### config.mk
export PLATFORM = sky130hd
export DESIGN_NAME = fan_curve_with_hysteresis_windows_flat
export DESIGN_NICKNAME = d
export VERILOG_FILES = /design/src/rtl/core/fcw_pkg.sv /design/src/rtl/core/fcw_if.sv /design/src/rtl/core/fan_curve_with_hysteresis_windows.sv /design/src/rtl/core/fcw_cell.sv /design/src/rtl/core/fcw_curve.sv /design/src/flat_wrapper.sv
export SDC_FILE = /design/constraint.sdc
export NUM_CORES = 1
export LEC_CHECK = 0
export ABC_AREA = 1
export ABC_CLOCK_PERIOD_IN_PS = 5700
export BUFFER_PORTS_ARGS = -buffer_cell sky130_fd_sc_hd__buf_2
export CORE_MARGIN = 2
export CORE_UTILIZATION = 55
export CTS_BUF_LIST = sky130_fd_sc_hd__clkbuf_2 sky130_fd_sc_hd__clkbuf_4 sky130_fd_sc_hd__clkbuf_8
export CTS_CLUSTER_DIAMETER = 150
export CTS_CLUSTER_SIZE = 28
export DETAILED_ROUTE_END_ITERATION = 6
export PLACE_DENSITY = 0.71
export SKIP_CTS_REPAIR_TIMING = 1
export SLEW_MARGIN = 40
export SYNTH_ARGS = -nofsm -noshare
export SYNTH_HDL_FRONTEND = slang
export SYNTH_SLANG_ARGS = --single-unit
### constraint.sdc
create_clock -name clk_i -period 5.7 [get_ports clk_i]
set_input_delay 1.14 -clock clk_i [delete_from_list [all_inputs] [get_ports clk_i]]
set_output_delay 1.14 -clock clk_i [all_outputs]
set_load 0.05 [all_outputs]
### src/rtl/core/fcw_pkg.sv
// Shared constants, types and codes for the fan curve block.
package fcw_pkg;

  // Window depths: taps of the heat-up (min) and cool-down (max) cell rows.
  localparam int unsigned HEAT_DEPTH = 10;
  localparam int unsigned COOL_DEPTH = 10;
  localparam int unsigned NUM_POINTS = 5;

  localparam int unsigned DUTY_W = 8;
  localparam int unsigned TEMP_W = 8;
  localparam int unsigned POINT_W = 16;
  localparam int unsigned CFG_IDX_W = 3;
  localparam int unsigned CFG_DATA_W = POINT_W;

  localparam int unsigned MAX_DEPTH = (HEAT_DEPTH > COOL_DEPTH) ? HEAT_DEPTH : COOL_DEPTH;
  localparam int unsigned CNT_W = $clog2(MAX_DEPTH + 1);

  typedef logic [NUM_POINTS-1:0][POINT_W-1:0] point_arr_t;

  // Reset curve: 70C/102, 75C/128, 80C/153, 85C/166, 90C/166.
  localparam point_arr_t POINT_RESET = {16'd23206, 16'd21926, 16'd20633, 16'd19328, 16'd18022};
  localparam logic [DUTY_W-1:0] ERROR_DUTY_RESET = 8'd128;
  localparam logic [DUTY_W-1:0] MAX_DUTY_RESET = 8'd255;

  typedef enum logic [CFG_IDX_W-1:0] {
    REG_POINT0     = 3'd0,
    REG_POINT1     = 3'd1,
    REG_POINT2     = 3'd2,
    REG_POINT3     = 3'd3,
    REG_POINT4     = 3'd4,
    REG_ERROR_DUTY = 3'd5,
    REG_MAX_DUTY   = 3'd6
  } cfg_reg_e;

  typedef enum logic [2:0] {
    S_IDLE,
    S_HSHIFT,
    S_HSWEEP,
    S_CSHIFT,
    S_CSWEEP,
    S_DONE
  } state_e;

  // Control into one window cell.
  typedef struct packed {
    logic shift;   // take the neighbor's entry
    logic is_max;  // reduce with max instead of min
  } cell_ctrl_t;

endpackage

### src/rtl/core/fcw_if.sv
// Valid/ready channel interfaces for tick beats and result beats.
interface fcw_in_if;
  logic                                 valid;
  logic                                 ready;
  logic signed [fcw_pkg::TEMP_W-1:0]    temp_reading;
  logic                                 read_ok;
  logic                                 powered_on;

  modport source (output valid, output temp_reading, output read_ok, output powered_on,
                  input ready);
  modport sink   (input valid, input temp_reading, input read_ok, input powered_on,
                  output ready);
endinterface

interface fcw_out_if;
  logic                                 valid;
  logic                                 ready;
  logic [fcw_pkg::DUTY_W-1:0]           fan_duty;
  logic                                 duty_changed;
  logic signed [fcw_pkg::TEMP_W-1:0]    reported_temp;

  modport source (output valid, output fan_duty, output duty_changed, output reported_temp,
                  input ready);
  modport sink   (input valid, input fan_duty, input duty_changed, input reported_temp,
                  output ready);
endinterface

### src/rtl/core/fan_curve_with_hysteresis_windows.sv
// Top level: fan duty from a step curve through heat-up and cool-down windows.
//
// Usage:
//   in_i   - one beat per tick: temp_reading (signed C), read_ok, powered_on.
//   out_o  - one beat per tick: fan_duty, duty_changed, reported_temp.
//   cfg_*  - write-only register port; index 0..4 curve points, 5 error duty,
//            6 max duty. Write only while no tick is in flight.
// Timing:
//   The two cell rows are swept one tap per cycle: the running min walks
//   the heat row, then the running max walks the cool row, so one tick is
//   in work at a time; a new input beat is taken only in the idle state.
// Reset:
//   Both windows and the last duty clear to zero, registers take their
//   defaults; no clearing pass is needed.
// Backpressure:
//   Results sit in an output register; the next tick is accepted while a
//   result waits, and its result waits in the final state until the output
//   register frees up.
module fan_curve_with_hysteresis_windows (
  input  logic                               clk_i,
  input  logic                               rst_ni,
  fcw_in_if.sink                             in_i,
  fcw_out_if.source                          out_o,
  input  logic                               cfg_we_i,
  input  logic [fcw_pkg::CFG_IDX_W-1:0]      cfg_idx_i,
  input  logic [fcw_pkg::CFG_DATA_W-1:0]     cfg_wdata_i
);

  localparam int unsigned HD = fcw_pkg::HEAT_DEPTH;
  localparam int unsigned CD = fcw_pkg::COOL_DEPTH;
  localparam int unsigned DW = fcw_pkg::DUTY_W;
  localparam int unsigned CW = fcw_pkg::CNT_W;

  // ---------------- configuration registers ----------------
  fcw_pkg::point_arr_t points_q, points_d;
  logic [DW-1:0]       err_duty_q, err_duty_d;
  logic [DW-1:0]       max_duty_q, max_duty_d;

  always_comb begin
    points_d   = points_q;
    err_duty_d = err_duty_q;
    max_duty_d = max_duty_q;
    if (cfg_we_i) begin
      case (fcw_pkg::cfg_reg_e'(cfg_idx_i))
        fcw_pkg::REG_POINT0:     points_d[0] = cfg_wdata_i;
        fcw_pkg::REG_POINT1:     points_d[1] = cfg_wdata_i;
        fcw_pkg::REG_POINT2:     points_d[2] = cfg_wdata_i;
        fcw_pkg::REG_POINT3:     points_d[3] = cfg_wdata_i;
        fcw_pkg::REG_POINT4:     points_d[4] = cfg_wdata_i;
        fcw_pkg::REG_ERROR_DUTY: err_duty_d = cfg_wdata_i[DW-1:0];
        fcw_pkg::REG_MAX_DUTY:   max_duty_d = cfg_wdata_i[DW-1:0];
        default: ;  // unmapped index: dropped
      endcase
    end
  end

  always_ff @(posedge clk_i or negedge rst_ni) begin
    if (!rst_ni) begin
      points_q   <= fcw_pkg::POINT_RESET;
      err_duty_q <= fcw_pkg::ERROR_DUTY_RESET;
      max_duty_q <= fcw_pkg::MAX_DUTY_RESET;
    end else begin
      points_q   <= points_d;
      err_duty_q <= err_duty_d;
      max_duty_q <= max_duty_d;
    end
  end

  // ---------------- request stage ----------------
  logic [DW-1:0]                    curve_duty;
  logic [DW-1:0]                    req_d, req_q;
  logic signed [fcw_pkg::TEMP_W-1:0] rep_d, rep_q;
  logic                             in_fire;

  fcw_curve u_curve (
    .points_i   (points_q),
    .max_duty_i (max_duty_q),
    .temp_i     (in_i.temp_reading),
    .duty_o     (curve_duty)
  );

  assign in_fire = in_i.valid && in_i.ready;

  // Off: duty 0; read error: error duty, temperature reported as 0.
  always_comb begin
    req_d = '0;
    rep_d = '0;
    if (in_i.powered_on) begin
      if (in_i.read_ok) begin
        req_d = curve_duty;
        rep_d = in_i.temp_reading;
      end else begin
        req_d = err_duty_q;
      end
    end
  end

  always_ff @(posedge clk_i) begin
    if (in_fire) begin
      req_q <= req_d;
      rep_q <= rep_d;
    end
  end

  // ---------------- sequencer ----------------
  fcw_pkg::state_e state_q, state_d;
  logic [CW-1:0]   cnt_q, cnt_d;
  logic            in_ready;
  logic            heat_shift, cool_shift, out_load;
  logic            out_valid_q, out_valid_d;

  always_comb begin
    state_d = state_q;
    case (state_q)
      fcw_pkg::S_IDLE:   if (in_fire) state_d = fcw_pkg::S_HSHIFT;
      fcw_pkg::S_HSHIFT: state_d = fcw_pkg::S_HSWEEP;
      fcw_pkg::S_HSWEEP: if (cnt_q == CW'(HD - 1)) state_d = fcw_pkg::S_CSHIFT;
      fcw_pkg::S_CSHIFT: state_d = fcw_pkg::S_CSWEEP;
      fcw_pkg::S_CSWEEP: if (cnt_q == CW'(CD - 1)) state_d = fcw_pkg::S_DONE;
      fcw_pkg::S_DONE:   if (!out_valid_q || out_o.ready) state_d = fcw_pkg::S_IDLE;
      default:           state_d = fcw_pkg::S_IDLE;
    endcase
  end

  always_comb begin
    in_ready   = 1'b0;
    heat_shift = 1'b0;
    cool_shift = 1'b0;
    out_load   = 1'b0;
    cnt_d      = '0;
    case (state_q)
      fcw_pkg::S_IDLE:   in_ready = 1'b1;
      fcw_pkg::S_HSHIFT: heat_shift = 1'b1;
      fcw_pkg::S_HSWEEP: cnt_d = (cnt_q == CW'(HD - 1)) ? '0 : cnt_q + CW'(1);
      fcw_pkg::S_CSHIFT: cool_shift = 1'b1;
      fcw_pkg::S_CSWEEP: cnt_d = (cnt_q == CW'(CD - 1)) ? '0 : cnt_q + CW'(1);
      fcw_pkg::S_DONE:   out_load = !out_valid_q || out_o.ready;
      default: ;
    endcase
  end

  always_ff @(posedge clk_i or negedge rst_ni) begin
    if (!rst_ni) begin
      state_q <= fcw_pkg::S_IDLE;
      cnt_q   <= '0;
    end else begin
      state_q <= state_d;
      cnt_q   <= cnt_d;
    end
  end

  assign in_i.ready = in_ready;

  // ---------------- window cell rows ----------------
  // Tap 0 holds the oldest entry; new entries enter at the top tap. After the
  // shift the row holds exactly the entries to reduce, and the running result
  // moves up one tap per cycle, seeded with the new entry.
  logic [DW-1:0] heat_val  [HD];
  logic [DW-1:0] heat_part [HD];
  logic [DW-1:0] cool_val  [CD];
  logic [DW-1:0] cool_part [CD];
  logic [DW-1:0] heat_res, cool_res;
  fcw_pkg::cell_ctrl_t heat_ctrl, cool_ctrl;

  assign heat_ctrl = '{shift: heat_shift, is_max: 1'b0};
  assign cool_ctrl = '{shift: cool_shift, is_max: 1'b1};
  assign heat_res  = heat_part[HD-1];
  assign cool_res  = cool_part[CD-1];

  for (genvar k = 0; k < HD; k++) begin : g_heat
    logic [DW-1:0] sh_in, pt_in;
    if (k == HD - 1) begin : g_top
      assign sh_in = req_q;
    end else begin : g_mid
      assign sh_in = heat_val[k+1];
    end
    if (k == 0) begin : g_seed
      assign pt_in = req_q;
    end else begin : g_link
      assign pt_in = heat_part[k-1];
    end
    fcw_cell u_cell (
      .clk_i   (clk_i),
      .rst_ni  (rst_ni),
      .ctrl_i  (heat_ctrl),
      .shift_i (sh_in),
      .val_o   (heat_val[k]),
      .part_i  (pt_in),
      .part_o  (heat_part[k])
    );
  end

  for (genvar k = 0; k < CD; k++) begin : g_cool
    logic [DW-1:0] sh_in, pt_in;
    if (k == CD - 1) begin : g_top
      assign sh_in = heat_res;
    end else begin : g_mid
      assign sh_in = cool_val[k+1];
    end
    if (k == 0) begin : g_seed
      assign pt_in = heat_res;
    end else begin : g_link
      assign pt_in = cool_part[k-1];
    end
    fcw_cell u_cell (
      .clk_i   (clk_i),
      .rst_ni  (rst_ni),
      .ctrl_i  (cool_ctrl),
      .shift_i (sh_in),
      .val_o   (cool_val[k]),
      .part_i  (pt_in),
      .part_o  (cool_part[k])
    );
  end

  // ---------------- output register ----------------
  logic [DW-1:0]                     last_q;
  logic [DW-1:0]                     pwm_q;
  logic                              chg_q;
  logic signed [fcw_pkg::TEMP_W-1:0] rep_out_q;

  always_comb begin
    out_valid_d = out_valid_q;
    if (out_load) begin
      out_valid_d = 1'b1;
    end else if (out_o.ready) begin
      out_valid_d = 1'b0;
    end
  end

  always_ff @(posedge clk_i or negedge rst_ni) begin
    if (!rst_ni) begin
      out_valid_q <= 1'b0;
      last_q      <= '0;
    end else begin
      out_valid_q <= out_valid_d;
      if (out_load) begin
        last_q <= cool_res;
      end
    end
  end

  always_ff @(posedge clk_i) begin
    if (out_load) begin
      pwm_q     <= cool_res;
      chg_q     <= (cool_res != last_q);
      rep_out_q <= rep_q;
    end
  end

  assign out_o.valid         = out_valid_q;
  assign out_o.fan_duty      = pwm_q;
  assign out_o.duty_changed  = chg_q;
  assign out_o.reported_temp = rep_out_q;

`ifndef SYNTH
  a_accept_starts: assert property (@(posedge clk_i) disable iff (!rst_ni)
    in_fire |=> state_q == fcw_pkg::S_HSHIFT)
    else $error("accepted beat did not start the heat shift");

  a_off_reports_zero: assert property (@(posedge clk_i) disable iff (!rst_ni)
    in_fire && !in_i.powered_on |=> rep_q == '0 && req_q == '0)
    else $error("powered-off tick did not request zero");

  a_changed_flag: assert property (@(posedge clk_i) disable iff (!rst_ni)
    out_load |=> chg_q == (pwm_q != $past(last_q)))
    else $error("duty_changed disagrees with the previous duty");

  a_load_needs_room: assert property (@(posedge clk_i) disable iff (!rst_ni)
    out_load |-> !out_valid_q || out_o.ready)
    else $error("result loaded over a pending beat");

  a_cnt_bound: assert property (@(posedge clk_i) disable iff (!rst_ni)
    state_q == fcw_pkg::S_HSWEEP |-> cnt_q < CW'(HD))
    else $error("heat sweep counter overran");
`endif

endmodule

### src/rtl/core/fcw_cell.sv
// One window tap: holds an entry and folds it into the running min/max.
module fcw_cell (
  input  logic                         clk_i,
  input  logic                         rst_ni,
  input  fcw_pkg::cell_ctrl_t          ctrl_i,
  input  logic [fcw_pkg::DUTY_W-1:0]   shift_i,
  output logic [fcw_pkg::DUTY_W-1:0]   val_o,
  input  logic [fcw_pkg::DUTY_W-1:0]   part_i,
  output logic [fcw_pkg::DUTY_W-1:0]   part_o
);

  logic [fcw_pkg::DUTY_W-1:0] val_q, val_d;
  logic [fcw_pkg::DUTY_W-1:0] part_q, part_d;

  always_comb begin
    val_d = ctrl_i.shift ? shift_i : val_q;
    if (ctrl_i.is_max) begin
      part_d = (val_q > part_i) ? val_q : part_i;
    end else begin
      part_d = (val_q < part_i) ? val_q : part_i;
    end
  end

  always_ff @(posedge clk_i or negedge rst_ni) begin
    if (!rst_ni) begin
      val_q <= '0;
    end else begin
      val_q <= val_d;
    end
  end

  always_ff @(posedge clk_i) begin
    part_q <= part_d;
  end

  assign val_o  = val_q;
  assign part_o = part_q;

endmodule

### src/rtl/core/fcw_curve.sv
// Five-point step curve lookup on a signed temperature.
module fcw_curve (
  input  fcw_pkg::point_arr_t                points_i,
  input  logic [fcw_pkg::DUTY_W-1:0]         max_duty_i,
  input  logic signed [fcw_pkg::TEMP_W-1:0]  temp_i,
  output logic [fcw_pkg::DUTY_W-1:0]         duty_o
);

  logic                              done;
  logic [fcw_pkg::DUTY_W-1:0]        prev;
  logic signed [fcw_pkg::TEMP_W-1:0] pt;

  // First point at or above the reading decides; scan in list order.
  always_comb begin
    duty_o = max_duty_i;
    done   = 1'b0;
    prev   = '0;
    pt     = '0;
    for (int i = 0; i < fcw_pkg::NUM_POINTS; i++) begin
      pt = signed'(points_i[i][fcw_pkg::POINT_W-1 -: fcw_pkg::TEMP_W]);
      if (!done) begin
        if (temp_i == pt) begin
          duty_o = points_i[i][fcw_pkg::DUTY_W-1:0];
          done   = 1'b1;
        end else if (temp_i < pt) begin
          duty_o = prev;
          done   = 1'b1;
        end
      end
      prev = points_i[i][fcw_pkg::DUTY_W-1:0];
    end
  end

endmodule

### src/flat_wrapper.sv
// flat-port wrapper written by rule: the top's interface ports become plain ports
module fan_curve_with_hysteresis_windows_flat 
  (clk_i, rst_ni, cfg_we_i, cfg_idx_i, cfg_wdata_i, in_i_valid, in_i_temp_reading, in_i_read_ok, in_i_powered_on, in_i_ready, out_o_valid, out_o_fan_duty, out_o_duty_changed, out_o_reported_temp, out_o_ready);
  fcw_in_if in_i_i ();
  fcw_out_if out_o_i ();
  input  logic clk_i;
  input  logic rst_ni;
  input  logic cfg_we_i;
  input  logic [fcw_pkg::CFG_IDX_W-1:0] cfg_idx_i;
  input  logic [fcw_pkg::CFG_DATA_W-1:0] cfg_wdata_i;
  input wire logic [$bits(in_i_i.valid)-1:0] in_i_valid;
  input wire logic [$bits(in_i_i.temp_reading)-1:0] in_i_temp_reading;
  input wire logic [$bits(in_i_i.read_ok)-1:0] in_i_read_ok;
  input wire logic [$bits(in_i_i.powered_on)-1:0] in_i_powered_on;
  output wire logic [$bits(in_i_i.ready)-1:0] in_i_ready;
  output wire logic [$bits(out_o_i.valid)-1:0] out_o_valid;
  output wire logic [$bits(out_o_i.fan_duty)-1:0] out_o_fan_duty;
  output wire logic [$bits(out_o_i.duty_changed)-1:0] out_o_duty_changed;
  output wire logic [$bits(out_o_i.reported_temp)-1:0] out_o_reported_temp;
  input wire logic [$bits(out_o_i.ready)-1:0] out_o_ready;
  assign in_i_i.valid = in_i_valid;
  assign in_i_i.temp_reading = in_i_temp_reading;
  assign in_i_i.read_ok = in_i_read_ok;
  assign in_i_i.powered_on = in_i_powered_on;
  assign in_i_ready = in_i_i.ready;
  assign out_o_valid = out_o_i.valid;
  assign out_o_fan_duty = out_o_i.fan_duty;
  assign out_o_duty_changed = out_o_i.duty_changed;
  assign out_o_reported_temp = out_o_i.reported_temp;
  assign out_o_i.ready = out_o_ready;
  fan_curve_with_hysteresis_windows u_core (.clk_i(clk_i), .rst_ni(rst_ni), .in_i(in_i_i), .out_o(out_o_i), .cfg_we_i(cfg_we_i), .cfg_idx_i(cfg_idx_i), .cfg_wdata_i(cfg_wdata_i));
endmodule
Word-level counts from Yosys, hierarchy flattened. Cells that the tools add are included.

Flip-flop bits (word level): 465. Input bits: 34. Output and inout bits: 19. Logic and storage cells: 179.

Add/subtract/negate cells: 1. $lt $le $gt $ge: 25. Eq/ne operators: 22. Multiplexer cells: 59. Reduce and logical (&&, ||, !) cells: 16.

Operator list (count): 2-to-1 mux 8 bit (35); less-than comparator 8 bit (15); greater-than comparator 8 bit (10); == test 8 bit (5); case mux 3 bit (6 select lines) (1); 2-to-1 mux 1 bit (17); AND reduction 2 bit (8); == test 3 bit (second input constant) (5); == test 3 x 2 -> 1 bit (second input constant) (4); 2-to-1 mux 3 bit (4); 2-to-1 mux 4 bit (2); != test 2 x 1 -> 1 bit (second input constant) (4); != test 8 bit (1); == test 3 x 1 -> 1 bit (second input constant) (2); zero test 3 bit (2); adder 4 x 1 -> 4 bit (second input constant) (1); == test 4 bit (second input constant) (1); AND reduction 4 bit (1); nonzero test 2 bit (1); OR reduction 2 bit (1); logical AND 1 bit (1); zero test 1 bit (1); logical OR 1 bit (1).

Longest topological paths before layout. Gate-level depths: netlist (run 1).

Depth after elaboration: 16. Depth in mapped cells: 21. Depth with buffers taken out: 20.

By module. Synthesis (run 1) repeated with hierarchy kept, for this count alone.

Cells, all modules: 3678. Area, all modules: 28289.6 sq um.

By module, submodules not included: fcw_cell (instances 20, cells an instance 136, area an instance 1019.7 sq um, seq. area each 360.3 sq um); fan_curve_with_hysteresis_windows (instances 1, cells an instance 516, area an instance 5644.2 sq um, seq. area each 3847.4 sq um); fcw_curve (instances 1, cells an instance 442, area an instance 2250.9 sq um, seq. area each 0.0 sq um).

Worst setup path after synthesis (run 1). No wires, ideal clock.

Path type: input-to-reg. Start: in in_i_temp_reading[7]. End: reg u_core.req_q[0], in the netlist u_core.g_heat[0].pt_in[0], data pin. Library setup time: 249 ps. Arrival time: 2584 ps. Data required time: 5451 ps. Path slack: 2867 ps. Stages: 16. Path buffers: 0. Cell sequence: ha_1 > nand2_1 > nor2_2 > nand2_1 > nand3_2 > nand2_4 > nor2_4 > nand2_4 > nor2_8 > nand2_4 > nand2_1 > inv_1 > nand2_1 > nand3_1 > nand2_1 > inv_1.

Word-level cells in the longest chain between the ends: 16. Elaborated cells on any way between the ends: 36. Classes of those cells: 5 x order compare; 5 x eq/ne; 26 x mux.

Ends and longest elaborated chain: start: declaration (line flat_wrapper.sv:12) `input wire logic [$bits(in_i_i.temp_reading)-1:0] in_i_temp_reading;`; less-than comparator 8 bit (line fcw_curve.sv:25) `end else if (temp_i < pt) begin`; 2-to-1 mux 8 bit (line fcw_curve.sv:25); 2-to-1 mux 8 bit (line fcw_curve.sv:22) `if (temp_i == pt) begin`; 2-to-1 mux 8 bit (line fcw_curve.sv:25); 2-to-1 mux 8 bit (line fcw_curve.sv:22); 2-to-1 mux 8 bit (line fcw_curve.sv:21) `if (!done) begin`; 2-to-1 mux 8 bit (line fcw_curve.sv:25); 2-to-1 mux 8 bit (line fcw_curve.sv:22); 2-to-1 mux 8 bit (line fcw_curve.sv:21); 2-to-1 mux 8 bit (line fcw_curve.sv:25); 2-to-1 mux 8 bit (line fcw_curve.sv:22); 2-to-1 mux 8 bit (line fcw_curve.sv:21); 2-to-1 mux 8 bit (line fcw_curve.sv:25); 2-to-1 mux 8 bit (line fcw_curve.sv:22); 2-to-1 mux 8 bit (*) (line fcw_curve.sv:21); 2-to-1 mux 8 bit (*) (line fan_curve_with_hysteresis_windows.sv:89) `if (in_i.read_ok) begin`; end signal: assignment (line fan_curve_with_hysteresis_windows.sv:100) `req_q <= req_d;`; end: declaration (line fan_curve_with_hysteresis_windows.sv:71) `logic [DW-1:0] req_d, req_q;`.

Mark *: on every way between the ends. The rest lies on a longest branch, timed or not. A chain may end at the register's enable or synchronous reset.

Final worst setup path (run 1).
Start: reg u_core.state_q[2]. End: out in_i_ready.

Word-level cells in the longest chain between the ends: 2.

Ends and longest elaborated chain: start: declaration (line fan_curve_with_hysteresis_windows.sv:106) `fcw_pkg::state_e state_q, state_d;`; start signal: assignment (line fan_curve_with_hysteresis_windows.sv:144) `state_q <= fcw_pkg::S_IDLE;`; start signal: assignment (line fan_curve_with_hysteresis_windows.sv:147) `state_q <= state_d;`; zero test 3 bit (line fan_curve_with_hysteresis_windows.sv:131) `case (state_q)`; 2-to-1 mux 1 bit (line fan_curve_with_hysteresis_windows.sv:131); end: declaration (line flat_wrapper.sv:15) `output wire logic [$bits(in_i_i.ready)-1:0] in_i_ready;`.

Every way passes these cells.

==> results of run 1 <==
-- through the flow --
stage	power, mW	cell area, sq um	hold slack [ps]	util (%)
after detailed placement	9.42	22700	405	57.5
after floorplan	8.19	22000	400	-
final	10.8	23200	393	58.6
after CTS	10.8	23100	369	58.5
after global routing	11.9	23200	380	58.6
after global placement	9.15	22600	406	57.2
-- report_power, final --
group,internal [mW],switching [mW],total [mW]
logic,1.51,2.99,4.50
registers,4.30,0.601,4.90
clock network,0.435,0.972,1.41
-- cells in the final DEF, fill, tap and decap left out, drive strengths merged --
cell type    n
nand3       57
edfxtp      33
o2111ai      1
dfrtp      229
nand2      648
clkbuf      34
nor2        87
inv        442
a21boi      11
a21o         2
dfxtp      160
a21oi      102
o21a         2
nand4       14
o211ai      28
o221ai       2
xor2         9
o21ai      428
or2          1
a221oi       2
clkinv       1
buf         64
dfstp       43
mux2i        7
nor4         2
xnor2        1
o21bai       8
ha         192
-- registers in the layout, summed over array words and instances (netlist names) --
| name | flops |
|---|---|
| u_core.cnt_q | 4 |
| u_core.err_duty_q | 8 |
| u_core.g_cool.u_cell.part_o | 80 |
| u_core.g_cool.u_cell.val_o | 80 |
| u_core.g_heat.pt_in | 8 |
| u_core.g_heat.u_cell.part_o | 80 |
| u_core.g_heat.u_cell.val_o | 80 |
| u_core.last_q | 8 |
| u_core.max_duty_q | 8 |
| u_core.out_o.duty_changed | 1 |
| u_core.out_o.fan_duty | 8 |
| u_core.out_o.reported_temp | 8 |
| u_core.out_o.valid | 1 |
| u_core.points_q | 80 |
| u_core.rep_q | 8 |
| u_core.state_q | 3 |
-- final cells by class --
type	count	share of cell area, %
flip-flops and latches	465	47.7
clock inverters	2	0.108
inverters	441	7.15
clock buffers	34	1.64
well taps	525	2.84
repair buffers	64	1.67
multi-input cells	1604	38.9
-- routing by layer --
metal | vias to the layer above | part of all wire (%) | wire length, um
met3 | 63 | 3.3 | 1500
met4 | 0 | 2.0 | 927
met5 | - | 0 | 0
met2 | 271 | 46 | 20900
li1 | 8282 | - | -
met1 | 7495 | 49 | 22600
-- worst max-delay path: cells and delay by family, from the launching register on --
family	cells	cell delay [ps]
flip-flops	1	420
buffers and inverters	3	670
AND/OR/NAND/NOR	1	130
-- how the worst max path moves through the flow --
stage | endpoint | slack (ps) | start
4_1_cts | in_i_ready | 2640 | u_core.state_q[2]$_DFFE_PN0P_
3_5_place_dp | u_core.g_heat[0].pt_in[6]$_SDFFCE_PN0P_ | 2220 | in_i_temp_reading[7]
2_1_floorplan | u_core.g_heat[0].pt_in[0]$_SDFFCE_PN0P_ | 2870 | in_i_temp_reading[7]
3_3_place_gp | u_core.g_heat[0].pt_in[6]$_SDFFCE_PN0P_ | 2270 | in_i_temp_reading[7]
5_1_grt | in_i_ready | 2580 | u_core.state_q[1]$_DFFE_PN0P_
6_report | in_i_ready | 2690 | u_core.state_q[2]$_DFFE_PN0P_
-- logic make-up after synthesis --
kind of cell             after synthesis  share of synthesized area [%]
adder cells (fa/ha/maj)              192                           10.9
XOR/XNOR                              10                          0.399
AND/OR/NAND/NOR                      809                           14.9
flip-flops                           465                           50.4
multiplexers                           7                          0.319
buffers and inverters                518                           9.02
AO/OA/AOI/OAI                        586                           14.1
==> run metrics, run 1 <==
fraction of layout cells with a size suffix above 1=~7.4%; die height=204 um; GRT met2 Usage=37.7%; Detailed Route WL=46000 um; CP required=between 4000 and 5000 ps; endpoints failing setup=0; post-synth top area share=26.1%; met3 usage=2.08%; detailed placement HPWL=34100 um; worst reg2reg startpoint=u_core.points_q[62]$_DFFE_PN1P_; Avg Inst Size Synth=about 8.5 sq um; Final min period=3010 ps; Reg clk slew, reported paths=160 ps; Worst Setup Start Kind=flop; WL per Instance=14.7 um; Synth area leaders=dfrtp_1 26%, dfxtp_1 15%, nand2_1 11%; Starting Density=55.5%; outcome=finished clean; cell taking the most area after synthesis=dfrtp_1; Worst slew margin=55.6%; count leader, synth=nand2_1; Worst-Skew Late Latency=630 ps; Detail Route Antenna Nets=0; Synth Flop Type=dfrtp_1; Crit Path Category=reg2out; Yosys Warn Count=0; non-filler cells, final=3135; clk_skew=39.6 ps; CP max FO=5; Congestion Overflow GR=0; # IOs=53; initial antenna violation count=0; synthesis-stage register bit count=465; DR vias=16100; FF-to-FF path depth=11; # fillers=3484; distinct cell type count after synthesis=43; Clock Root Buffer=clkbuf_8; Post-Place Setup Slack=2220 ps; fmax=approximately 330 MHz; max-slew violations=0; crit end category=primary output; Worst-Margin Slew=roughly 670 ps; Synth top cells by count=641 x nand2_1, 437 x inv_1, 413 x o21ai_0; Pleak=10.9 nW; TritonCTS Buffers=20; CTS max path bufs=3; Via density=5.14; most used cell, CP=inv_1; asr flop ratio synth=58.5%; register area=~0.011 sq mm; Iter 0 DRT Violations=around 920; synthesis-to-layout area growth=5.52%; placed cell count=3099; final clock period utilization by the worst path=52.8%; Setup WS post-layout=2690 ps; R2R Path End=u_core.g_heat[0].pt_in[6]$_SDFFCE_PN0P_; RSZ-0062 raised after global routing=false; Worst Path Arrival=1870 ps; core area=0.0395 sq mm; Die Span X=204 um; die area=0.0415 sq mm; fin nets=2822; H-tree depth=1; max_cap viols=0; area of the multi-input gates=0.00901 sq mm; GR peak layer=met2; DR pass1 iterations=5; setup TNS=0 ps; largest net degree at the start of global routing=113; Hold Fails Final Rpt=0; number of synthesized flops with an enable pin=33; DRC=0; first-pass GRT wire length=78800 um; Worst VDD drop=0.238 mV; vias in the first global route=15900; slowest stage cell, crit path=dfrtp_1; Max stage delay on crit path=420 ps; Post-Syn Instances=2587; GR Layer Usage met1=approximately a third; P per Cell Area=between 400 and 500 mW/mm^2; Hold Path Class=in2async; I/O Buffers=52; synthesized area=between 0.02 and 0.025 sq mm; crit path cell chain=inv_1 -> nand2_1 -> inv_1 -> buf_2; GRT Resource Usage Total=23.0%; row cnt=73; RePlAce Congestion=0.885; Net Count, Synth=2813; Seq/Total Area, Yosys=50.4%; Num Clock Sinks=465; CTS tree=yes; # diodes=0; Worst R2R Setup Slack=3000 ps
(Power assumes the default switching activity.)
==> inputs of run 2 (changes only) <==
--- a/config.mk
+++ b/config.mk
@@ -5,8 +5,8 @@
 export SDC_FILE = /design/constraint.sdc
 export NUM_CORES = 1
 export LEC_CHECK = 0
-export ABC_AREA = 1
-export ABC_CLOCK_PERIOD_IN_PS = 5700
+export ABC_AREA = 0
+export ABC_CLOCK_PERIOD_IN_PS = 2500
 export BUFFER_PORTS_ARGS = -buffer_cell sky130_fd_sc_hd__buf_2
 export CORE_MARGIN = 2
 export CORE_UTILIZATION = 55
@@ -14,7 +14,7 @@
 export CTS_CLUSTER_DIAMETER = 150
 export CTS_CLUSTER_SIZE = 28
 export DETAILED_ROUTE_END_ITERATION = 6
-export PLACE_DENSITY = 0.71
+export PLACE_DENSITY = 0.74
 export SKIP_CTS_REPAIR_TIMING = 1
 export SLEW_MARGIN = 40
 export SYNTH_ARGS = -nofsm -noshare
==> constraint.sdc (replaced) <==
create_clock -name clk_i -period 2.5 [get_ports clk_i]
set_input_delay 0.5 -clock clk_i [delete_from_list [all_inputs] [get_ports clk_i]]
set_output_delay 0.5 -clock clk_i [all_outputs]
set_load 0.05 [all_outputs]
==> run 2 against run 1 <==
The run now ends with negative setup slack left; synthesized cell count down 29%; register-to-register slack worse by 3400 ps; clock-buffer cell count is the same; hold slack got worse by 250 ps; sequential share of layout area down 1.1 points; final area increased by 2.4%; global-route usage down 1.8 points; critical endpoint is now u_core.g_heat[0].pt_in[4]$_SDFFCE_PN0P_; largest cell class unchanged; highest routed layer unchanged.
==> run metrics, run 2 <==
outcome=finished with violations; failing checks=negative setup slack; first-pass GRT wire length=71100 um; GRT Resource Usage Total=21.3%; Final Total Pwr=roughly 28 mW; Detail Route Antenna Nets=0; detailed placement HPWL=31800 um; fraction of layout cells with a size suffix above 1=31.3%; largest net degree at the start of global routing=76; Clock Root Buffer=clkbuf_8; Reg clk slew, reported paths=roughly 150 ps; Synth Flop Type=dfrtp_1; die height=~200 um; crit end category=flop; I/O Buffers=52; final clock period utilization by the worst path=117%; Buffers & Inverters on Critical Path=3; DR pass1 iterations=5; P per Cell Area=around 1200 mW/mm^2; xor and xnor area share after synthesis=less than 1%; Post-Syn Instances=1829; RePlAce Congestion=roughly 0.85; max_cap viols=0; Setup WS post-layout=-435 ps; most common cell after layout, fill and taps aside=mux2_2; Area after DPL=roughly 0.023 sq mm; Max stage delay on crit path=560 ps; endpoints failing setup=8; Num Clock Sinks=465; largest family of logic cells by synthesized area=multiplexers; setup TNS=-2840 ps; Iter 0 DRT Violations=752; count leader, synth=mux2_2; core area=0.0387 sq mm; Synth Area in Compound Gates=7.46%; Yosys Warn Count=0; DR vias=roughly 14000; mux share of post-synthesis cell area=approximately 19%; fin nets=2171; Final min period=a little under 3000 ps; clk_skew=25.7 ps; row cnt=72; non-filler cells, final=between 2000 and 2500; max-slew violations=0; Synth top cells by count=359 x mux2_2, 229 x dfrtp_1, 197 x inv_1; crit path cell chain=inv_2 -> ha_4 -> nand4_1 -> nor3_2 -> a311o_1 -> a21oi_2 -> or4b_4 -> buf_6 -> a21oi_4 -> buf_12 -> a21oi_1 -> a31oi_1; distinct cell type count after synthesis=60; Worst Path Arrival=3380 ps; Crit Path Category=reg2reg; DRC=0; Worst-Skew Late Latency=610 ps; CP required=2940 ps; Worst slew margin=approximately 61%; # diodes=0; Hold Path Class=in2reg; post-synth top area share=between 20% and 30%; Util after Layout=61.3%; # IOs=53; RSZ-0062 raised after global routing=true; commonest non-fill, non-tap cells in the layout=359 x mux2_2, 229 x dfrtp_1, 195 x inv_1, 187 x ha_1, 160 x dfxtp_1; Net Count, Synth=2055; CTS tree=yes; WL per Instance=17.4 um; Avg Inst Size Synth=11.8 sq um; Hold Fails Final Rpt=0; CTS max path bufs=3; asr flop ratio synth=slightly below 60%; Die Span X=202 um; Congestion Overflow GR=0; TritonCTS Buffers=20; cell taking the most area after synthesis=dfrtp_1; post-synthesis adder-cell area fraction=between 10% and 20%; Starting Density=a little under three fifths; synthesis-to-layout area growth=9.59%; vias in the first global route=roughly 14000; fmax=341 MHz; post-synthesis simple-gate area fraction=6.27%; Post-Place Setup Slack=-515 ps; WHS=148 ps; initial antenna violation count=0; die area=0.0410 sq mm; synthesis-stage register bit count=465; Worst VDD drop=0.583 mV; placed cell count=2439; synthesized area=0.0217 sq mm; Seq/Total Area, Yosys=51.0%; Worst-Margin Slew=between 500 and 600 ps; CP max FO=7; Pleak=11.0 nW; fin area=roughly 0.024 sq mm; delay-heaviest family, CP=compound AO/OA/AOI/OAI gates; Worst Setup Start Kind=flop; Detailed Route WL=43000 um; Synth area leaders=dfrtp_1 26%, mux2_2 19%, dfxtp_1 15%; number of synthesized flops with an enable pin=33; H-tree depth=1; Via density=5.45; slowest stage cell, crit path=dfstp_2
==> run 2: cell types whose count changed after synthesis, sizes merged, moves of 12 or more <==
cell	previous run	this run
nand2b	0	21
and3	0	19
o21ai	428	115
nor2	87	28
inv	441	198
a21oi	102	67
nand3	57	29
clkbuf	69	39
nand2	648	109
nor2b	0	24
mux2	0	359
a21o	2	16
nor3	0	12
==> run 2: final timing paths <==
path / start / to / slack, ps / cells past startpoint
max in group asynchronous: rst_ni / u_core.points_q[23]$_DFFE_PN1P_ / 1370 / 3
worst max-delay path: u_core.points_q[14]$_DFFE_PN1P_ / u_core.g_heat[0].pt_in[4]$_SDFFCE_PN0P_ / -440 / 12
min in group asynchronous: rst_ni / u_core.out_o.valid$_DFFE_PN0P_ / 380 / 2
worst min-delay path: cfg_wdata_i[14] / u_core.points_q[78]$_DFFE_PN1P_ / 150 / 3
worst min register to register: u_core.rep_q[1]$_SDFFCE_PN0P_ / u_core.out_o.reported_temp[1]$_DFFE_PP_ / 440 / 0
worst max register to register: u_core.points_q[14]$_DFFE_PN1P_ / u_core.g_heat[0].pt_in[4]$_SDFFCE_PN0P_ / -440 / 12
==> run 2: cell families after synthesis <==
family / count (synthesis)
xor gates and xnor gates: 12
AOI/OAI and AO/OA: 268
buffers and inverters: 243
and+or+nand+nor: 275
adders and majority gates: 192
muxes: 374
DFF: 465
==> run 2: power breakdown <==
| group | total, mW | internal [mW] | switching, mW |
|---|---|---|---|
| clock network | 3.19 | 0.999 | 2.19 |
| logic | 12.2 | 6.54 | 5.71 |
| registers | 12.4 | 10.4 | 2.01 |
==> run 2: layout make-up <==
class / instances / area [sq um]
fill: 3087 / 15000
sequential: 465 / 11100
multi-input combinational: 1121 / 9860
timing repair buffer: 138 / 1020
inverter: 199 / 747
tap: 518 / 648
clock buffer: 34 / 387
clock inverter: 1 / 16.3
==> run 2: layer usage <==
layer / wire length (um) / up-vias / track usage, %
met5: 0 / - / 0
met4: 958 / 0 / 5.06
met3: 1410 / 72 / 2.13
met2: 20800 / 254 / 36.6
met1: 19900 / 6586 / 29.0
li1: - / 6590 / -
==> run 2: tightest hold or removal path, delay by kind of cell <==
kind	cells	cell delay [ps]
AOI/OAI and AO/OA	1	70
buffers and inverters	1	130
and+or+nand+nor	1	60
==> inputs of run 3 (changes only) <==
--- a/config.mk
+++ b/config.mk
@@ -7,7 +7,7 @@
 export LEC_CHECK = 0
 export ABC_AREA = 0
 export ABC_CLOCK_PERIOD_IN_PS = 2500
-export BUFFER_PORTS_ARGS = -buffer_cell sky130_fd_sc_hd__buf_2
+export BUFFER_PORTS_ARGS = -buffer_cell sky130_fd_sc_hd__buf_4
 export CORE_MARGIN = 2
 export CORE_UTILIZATION = 55
 export CTS_BUF_LIST = sky130_fd_sc_hd__clkbuf_2 sky130_fd_sc_hd__clkbuf_4 sky130_fd_sc_hd__clkbuf_8
==> run 3 against run 2 <==
The flow still finishes with violations (negative setup slack); maximum frequency is 0.88% higher; utilization is 0.29 points higher; largest power group unchanged; final area is 0.47% higher; clock skew is 5.0 ps higher; sequential share of layout area is 0.22 points lower; hold slack worse by 15 ps; non-clock buffer count is 1 higher; register-to-register slack better by 30 ps; clock-buffer cell count is 1 higher.
==> run metrics, run 3 (synthesis results as in run 2) <==
outcome=finished with violations; failing checks=negative setup slack; first-pass GRT wire length=72800 um; Crit Path Category=reg2reg; clk_skew=around 31 ps; detailed placement HPWL=31800 um; Worst slew margin=56.4%; Iter 0 DRT Violations=677; Worst-Skew Late Latency=600 ps; DRC=0; non-filler cells, final=2478; WL per Instance=17.3 um; final clock period utilization by the worst path=116%; WHS=132 ps; Via density=approximately 5.5; CTS tree=yes; Worst Setup Start Kind=flop; row cnt=72; TritonCTS Buffers=20; Reg clk slew, reported paths=180 ps; Hold Path Class=in2reg; met3 usage=2.69%; Worst-Margin Slew=about 650 ps; Pleak=11.1 nW; Num Clock Sinks=465; Starting Density=55.9%; crit end category=flop; DR vias=13600; GR peak layer=met2; Clock Root Buffer=clkbuf_8; RSZ-0062 raised after global routing=true; Final min period=2910 ps; synthesis-to-layout area growth=10.1%; P per Cell Area=1170 mW/mm^2; GRT met2 Usage=37.4%; commonest non-fill, non-tap cells in the layout=359 x mux2_2, 229 x dfrtp_1, 193 x inv_1, 187 x ha_1, 160 x dfxtp_1; Post-Place Setup Slack=-531 ps; Hold Fails Final Rpt=0; CP required=2850 ps; I/O Buffers=52; placed cell count=2438; CP max FO=8; H-tree depth=1; fin nets=2172; core area=0.0387 sq mm; die height=202 um; DR pass1 iterations=4; fmax=344 MHz; Setup WS post-layout=-409 ps; # diodes=0; Worst Path Arrival=3260 ps; die area=between 0.04 and 0.05 sq mm; GRT Resource Usage Total=a little over a fifth; Congestion Overflow GR=0; CTS max path bufs=3; endpoints failing setup=8; # fillers=3078; max_cap viols=0; Die Span X=202 um; max-slew violations=0; Detail Route Antenna Nets=0; Final Total Pwr=27.8 mW; vias in the first global route=14300; Util after Layout=61.6%; Worst VDD drop=between 0.5 and 0.6 mV; initial antenna violation count=0; fraction of layout cells with a size suffix above 1=31.1%; RePlAce Congestion=between 0.8 and 0.9; # IOs=53; Detailed Route WL=between 40000 and 50000 um; largest net degree at the start of global routing=a little over 80; GR Layer Usage met1=29.1%; most common cell after layout, fill and taps aside=mux2_2
[run 3: cell types whose count changed in the layout (fill, tap and decap cells not counted), sizes merged]
cell / change
clkbuf: +2
[run 3: report_power, final]
part | internal, mW | leakage (nW) | total [mW] | switching (mW)
combinational | 6.56 | 5.80 | 12.2 | 5.63
clock | 1.02 | 0.222 | 3.21 | 2.19
sequential | 10.4 | 5.04 | 12.4 | 2.01
total | 18.0 | 11.1 | 27.8 | 9.84
[run 3: metal layers]
layer,up-vias,routed length (um)
li1,6593,-
met1,6679,19900
met2,219,20500
met3,62,1540
met4,0,981
met5,-,0
[run 3: worst paths after layout]
check                                                                    end                       startpoint  cells after the start  slack (ps)
worst max-delay path                 u_core.g_heat[0].pt_in[3]$_SDFFCE_PN0P_  u_core.points_q[10]$_DFFE_PN1P_                     11        -410
worst min-delay path                         u_core.points_q[75]$_DFFE_PN1P_                  cfg_wdata_i[11]                      3         130
worst max register to register       u_core.g_heat[0].pt_in[3]$_SDFFCE_PN0P_  u_core.points_q[10]$_DFFE_PN1P_                     11        -410
worst min register to register       u_core.out_o.reported_temp[0]$_DFFE_PP_    u_core.rep_q[0]$_SDFFCE_PN0P_                      0         450
max in group asynchronous                   u_core.max_duty_q[3]$_DFFE_PN1P_                           rst_ni                      3        1270
min in group asynchronous       u_core.g_heat[6].u_cell.val_o[5]$_DFFE_PN0P_                           rst_ni                      2         430
[run 3: cell type report]
cell class	count	area [sq um]	area share (%)
clock inverters	1	16.3	0.0682
well taps	518	648	2.72
inverters	199	747	3.13
multi-input cells	1121	9810	41.2
flip-flops and latches	465	11100	46.4
repair buffers	139	1170	4.91
clock buffers	35	394	1.65
[run 3: metrics by stage]
step	cell area [sq um]	TNS (ps)
finish	23800	-3140
global route	23800	-4020
CTS	23700	-3380
detailed placement	23300	-4110
global placement	23300	-3920
floorplan	21700	-979
[run 3: worst max-delay path: stages (launching register included)]
cell and delay (ps):
dfstp_2 550, inv_1 70, ha_4 230, nand2_2 70, nor3_2 60, a311o_1 360, a21oi_2 180, or4b_4 530
buf_12 170, nor2_4 190, a221o_1 150, a31oi_1 80
